### config.mk
export PLATFORM = sky130hd
export DESIGN_NAME = bfsp_cell
export DESIGN_NICKNAME = d
export VERILOG_FILES = /design/src/rtl/bfsp_pkg.sv /design/src/rtl/bfsp_cell.sv
export SDC_FILE = /design/constraint.sdc
export NUM_CORES = 1
export LEC_CHECK = 0
export ABC_AREA = 1
export BUFFER_PORTS_ARGS = -buffer_cell sky130_fd_sc_hd__buf_2
export CORE_MARGIN = 1.5
export CORE_UTILIZATION = 60
export DETAILED_ROUTE_END_ITERATION = 16
export GPL_TIMING_DRIVEN = 1
export HOLD_SLACK_MARGIN = 0.1
export PLACE_DENSITY = 0.81
export SLEW_MARGIN = 20
export SYNTH_ARGS = -nofsm -noshare
export SYNTH_HDL_FRONTEND = slang
export SYNTH_SLANG_ARGS = --single-unit
### constraint.sdc
create_clock -name clk -period 10.5 [get_ports clk]
set_input_delay 0.525 -clock clk [delete_from_list [all_inputs] [get_ports clk]]
set_output_delay 0.525 -clock clk [all_outputs]
set_load 0.05 [all_outputs]
### src/rtl/bfsp_pkg.sv
// Shared types and constants of the shortest path unit.
// No dependencies; used by the interfaces, the cell and the top level.
package bfsp_pkg;

	localparam int unsigned VW = 7;
	localparam int unsigned UW = 6;
	localparam int unsigned WW = 16;
	localparam int unsigned DW = 32;

	localparam logic [VW-1:0] REG_VERTEX_COUNT = 7'd0;
	localparam logic [VW-1:0] REG_SOURCE_VERTEX = 7'd1;

	typedef struct packed {
		logic                 vld;
		logic                 apply;
		logic [UW-1:0]        u;
		logic signed [DW-1:0] du;
		logic                 ku;
	} tok_t;

	typedef struct packed {
		logic                 wr_en;
		logic [UW-1:0]        a;
		logic [UW-1:0]        b;
		logic signed [WW-1:0] w;
		logic                 clr;
		logic [UW-1:0]        clr_addr;
		logic                 init;
		logic [UW-1:0]        src;
		logic [VW-1:0]        nv;
	} bus_t;

	typedef enum logic [3:0] {
		ST_CLEAR,
		ST_IDLE,
		ST_INIT,
		ST_GATHER,
		ST_WAIT_G,
		ST_APPLY,
		ST_WAIT_A,
		ST_OUT,
		ST_WAIT_O,
		ST_HOLD
	} st_t;

endpackage

### src/rtl/bfsp_cell.sv
// One vertex cell: its column of the adjacency matrix, its distance and known bit.
// Depends on bfsp_pkg; passes a row token on to the next cell through its registers tok_s1 and tok_q.
module bfsp_cell #(
	parameter int unsigned MAX_VERTICES = 32,
	parameter int unsigned IDX = 0
) (
	input  logic            clk,
	input  logic            arst_n,
	input  bfsp_pkg::bus_t  bus,
	input  bfsp_pkg::tok_t  tok_in,
	output bfsp_pkg::tok_t  tok_out
);
	localparam int unsigned AW = (MAX_VERTICES > 1) ? $clog2(MAX_VERTICES) : 1;
	localparam logic [bfsp_pkg::UW-1:0] ME = bfsp_pkg::UW'(IDX);

	logic signed [bfsp_pkg::WW-1:0] mem [MAX_VERTICES];
	logic signed [bfsp_pkg::WW-1:0] w_s1;
	bfsp_pkg::tok_t                 tok_s1;
	bfsp_pkg::tok_t                 tok_q;
	bfsp_pkg::tok_t                 tok_d;
	logic signed [bfsp_pkg::DW-1:0] d_q;
	logic                           k_q;
	logic signed [bfsp_pkg::DW:0]   sum;
	logic signed [bfsp_pkg::DW-1:0] cand;
	logic                           active;
	logic                           upd;

	always_ff @(posedge clk) begin
		if (bus.clr) begin
			mem[bus.clr_addr[AW-1:0]] <= '0;
		end else if (bus.wr_en) begin
			if (bus.b == ME) begin
				mem[bus.a[AW-1:0]] <= bus.w;
			end else if (bus.a == ME) begin
				mem[bus.b[AW-1:0]] <= bus.w;
			end
		end
		w_s1 <= mem[tok_in.u[AW-1:0]];
	end

	assign active = (bfsp_pkg::VW'(IDX) < bus.nv);

	always_comb begin
		sum = {tok_s1.du[bfsp_pkg::DW-1], tok_s1.du}
			+ {{(bfsp_pkg::DW+1-bfsp_pkg::WW){w_s1[bfsp_pkg::WW-1]}}, w_s1};
		if (sum[bfsp_pkg::DW] != sum[bfsp_pkg::DW-1]) begin
			cand = sum[bfsp_pkg::DW] ? {1'b1, {(bfsp_pkg::DW-1){1'b0}}}
				: {1'b0, {(bfsp_pkg::DW-1){1'b1}}};
		end else begin
			cand = sum[bfsp_pkg::DW-1:0];
		end
		upd = tok_s1.vld && tok_s1.apply && tok_s1.ku && (w_s1 != '0) && active
			&& (!k_q || (d_q >= cand));
		tok_d = tok_s1;
		if (tok_s1.vld && (tok_s1.u == ME)) begin
			if (!tok_s1.apply) begin
				tok_d.du = d_q;
				tok_d.ku = k_q;
			end else if (upd) begin
				tok_d.du = cand;
			end
		end
	end

	always_ff @(posedge clk or negedge arst_n) begin
		if (!arst_n) begin
			tok_s1 <= '0;
			tok_q  <= '0;
			k_q    <= 1'b0;
		end else begin
			tok_s1 <= tok_in;
			tok_q  <= tok_d;
			if (bus.init) begin
				k_q <= (bus.src == ME);
			end else if (upd) begin
				k_q <= 1'b1;
			end
		end
	end

	always_ff @(posedge clk) begin
		if (bus.init) begin
			d_q <= '0;
		end else if (upd) begin
			d_q <= cand;
		end
	end

	assign tok_out = tok_q;

endmodule

==> reports/qor.yml <==
status:
  outcome: "complete, no violations"
yosys:
  synth.area.top_cells: "edfxtp_1 (54%), dfrtp_1 (7.3%), nor2_1 (6.1%)"
  syn_area_sq_um: 28360
  synth_top_family_by_area: "simple AND/OR/NAND/NOR gates"
  synth_compound_area_frac: 0.1175
  syn_area_per_cell_sq_um: 10.62
  synth_ff_type: "edfxtp_1"
  yosysTopAreaCellShare: 0.5421
  synth_nets: 2828
  ys.warnings.count: 0
  synth-xor-area-share: 0.005868
  synth_seq_area_share: 0.6493
  ys_seq_elements: 643
  ys_types: 41
  synth_mux_area_frac: 0
  yosysTopAreaCell: "edfxtp_1"
  synthAdderAreaFrac: 0.02894
  ys_top_cells_by_count: "edfxtp_1 (512), nor2_1 (462), nand2_1 (449)"
  synth_cells: 2670
  yosysMostFrequentCell: "edfxtp_1"
  synth-simple-area-share: 0.1570
  async_reset_ff_frac: 0.1291
  synth_edf_count: 512
sta:
  setup_violations: 0
  final_max_slew_viol_count: 0
  hold_violations: 0
  tightest_slew_ps: 1076
  setup_ws_ps: 3763
  fin_tns_setup_ps: 0
  rsz0062_at_grt: "false"
  relSlewSlack: 0.2785
  clock_skew_ps: 20.39
  layout_min_cycle_time_ps: 6737
  fmax_mhz: 148.4
  post-route-period-util: 0.6416
layout:
  fin_util: 0.6903
  n_antenna_cell: 0
  areaGrowthSynthToFinish_pct: 13.33
  fin_cells: 3483
  nNetsFinal: 2985
  drive_gt1_frac: 0.1293
  design_area_sq_um: 32140
clocking:
  clk_pin_slew_worst_paths_ps: 60
  clock-sinks: 643
  htree_num_levels: 3
  cts_buffers: 66
  clk_path_buf_depth: 3
  cts_tree: "built"
  ctsResizeCount: 0
  root_buffer: "clkbuf_16"
  clock_latency_ps: 600
setup_path:
  crit_buf_inv: 3
  reg2reg_depth: 31
  cp-end-kind: "register"
  crit_family: "simple AND/OR/NAND/NOR gates"
  required_ps: 10980
  path_depth: 31
  arrival_ps: 7210
  r2r_slack_ps: 3760
  max_stage_delay_ps: 1040
  cp_max_fo: 65
  critical_path_class: "reg2reg"
  start_kind: "register"
  worstReg2RegEnd: "tok_out[1]"
  r2r_start: "w_s1[15]"
  slowest_stage: "clkinv_1"
  cpMostUsedCell: "nand2_1"
routing:
  initialDrtViolationCount: 2660
  final_antenna_net_count: 0
  remaining_drc_errors: 0
  via_count: 21080
  via_per_inst: 6.053
  first_pass_iters: 6
  post_drt_wl_per_cell_um: 21.15
  wl_mm: 73.67
hold_path:
  hold_start: "tok_in[37]"
  holdPathStages: 1
  min_to: "tok_d[37]"
  worstHoldPathType: "in2reg"
pwr:
  switching_share: 0.2606
  powerDensity_nw_per_um2: 180.5
  peakVddDrop_mv: 0.2015
  seqPwrFrac: 0.485
  p_switching_w: 0.001512
  p_leak_nw: 11.40
  p_int_w: 0.004290
  combPwrFrac: 0.131
  p_clk_frac: 0.385
floorplan:
  start_util: 0.6092
  coreArea_sq_um: 46560
  die_area_sq_um: 48580
  ios: 134
  die_h_um: 220.4
  num_rows: 79
  die_w_um: 220.4
grt:
  grt_pass1_wl_mm: 112.8
  grt_overflow: 0
  grt_antenna_before_repair: 0
  grt_usage: 0.3072
  first_global_vias: 20650
  grt_max_degree: 99
placement:
  pre_cts_slack_ps: 4295
  place_area_sq_um: 29710
  hpwl_mm: 44.66
  port_buffers: 132
  routabilityCongestion: 0.9130
  dp_cells: 3329
run:
  cap_violations: 0
[layout by cell type (no fill, tap or decap), drive strengths merged, types with 5 or more instances in the layout]
master       count
a21oi           88
a31oi           17
a32oi           12
buf            190
clkbuf          84
clkinv          29
dfrtp           83
dfxtp           48
dlygate4sd3     37
edfxtp         512
ha              64
inv            156
nand2          500
nand3           87
nand3b           9
nand4            5
nor2           463
nor3            13
nor4             8
o21ai          299
o21bai           8
o221ai          98
o22ai           30
xor2            16
[metrics by stage]
step	hold slack, ps	power [W]
global placement	354.2	0.003573
detailed placement	356.3	0.003596
finish	223.7	0.005801
floorplan	229.4	0.003399
global route	193.4	0.006007
CTS	122.6	0.005809
[repair_timing]
| item | 4_1_cts | 5_1_grt |
|---|---|---|
| hold buffers | 36 | 1 |
| buffers inserted | 0 | 0 |
| hold endpoints to repair | 36 | 83 |
[power by group through the flow]
stage	clock, W	combinational (W)	sequential [W]
2_1_floorplan	0	0.000517	0.00288
3_3_place_gp	0	0.000713	0.00286
3_5_place_dp	0	0.000733	0.00286
4_1_cts	0.00225	0.000749	0.00281
5_1_grt	0.00234	0.000846	0.00282
6_report	0.00223	0.000757	0.00281
[worst max path at each step]
stage | slack, ps | from | endpoint
floorplan | 6640 | w_s1[15] | tok_out[28]
global placement | 4410 | w_s1[15] | tok_out[1]
detailed placement | 4290 | w_s1[15] | tok_out[1]
CTS | 4270 | w_s1[15] | tok_out[1]
global route | 3150 | w_s1[15] | tok_out[1]
finish | 3760 | w_s1[15] | tok_out[1]
[routing by layer]
| layer | global-route usage | vias up | share of wire |
|---|---|---|---|
| met5 | 0 | - | 0 |
| met4 | 0.1263 | 0 | 0.040 |
| met3 | 0.06612 | 203 | 0.10 |
| met2 | 0.5019 | 1191 | 0.47 |
| met1 | 0.4014 | 10020 | 0.39 |
| li1 | - | 9671 | - |
[registers in the layout, summed over array words and instances (netlist names)]
signal / flops
d_q: 32
k_q: 1
mem: 512
tok_d: 8
tok_out: 41
tok_s1: 33
w_s1: 16
[cell families after synthesis]
| kind of cell | Yosys count |
|---|---|
| AOI/OAI and AO/OA | 558 |
| xor gates and xnor gates | 19 |
| adders and majority gates | 65 |
| and+or+nand+nor | 1089 |
| buffers and inverters | 296 |
| DFF | 643 |
[area by class of cell]
type	instances	area (sq um)
Clock inverter	33	251.5
Multi-Input combinational cell	1731	8831
Clock buffer	84	1803
Inverter	158	599.3
Tap cell	607	759.5
Fill cell	3172	14420
Timing Repair Buffer	227	1481
Sequential cell	643	18410
(Power assumes the default switching activity.)
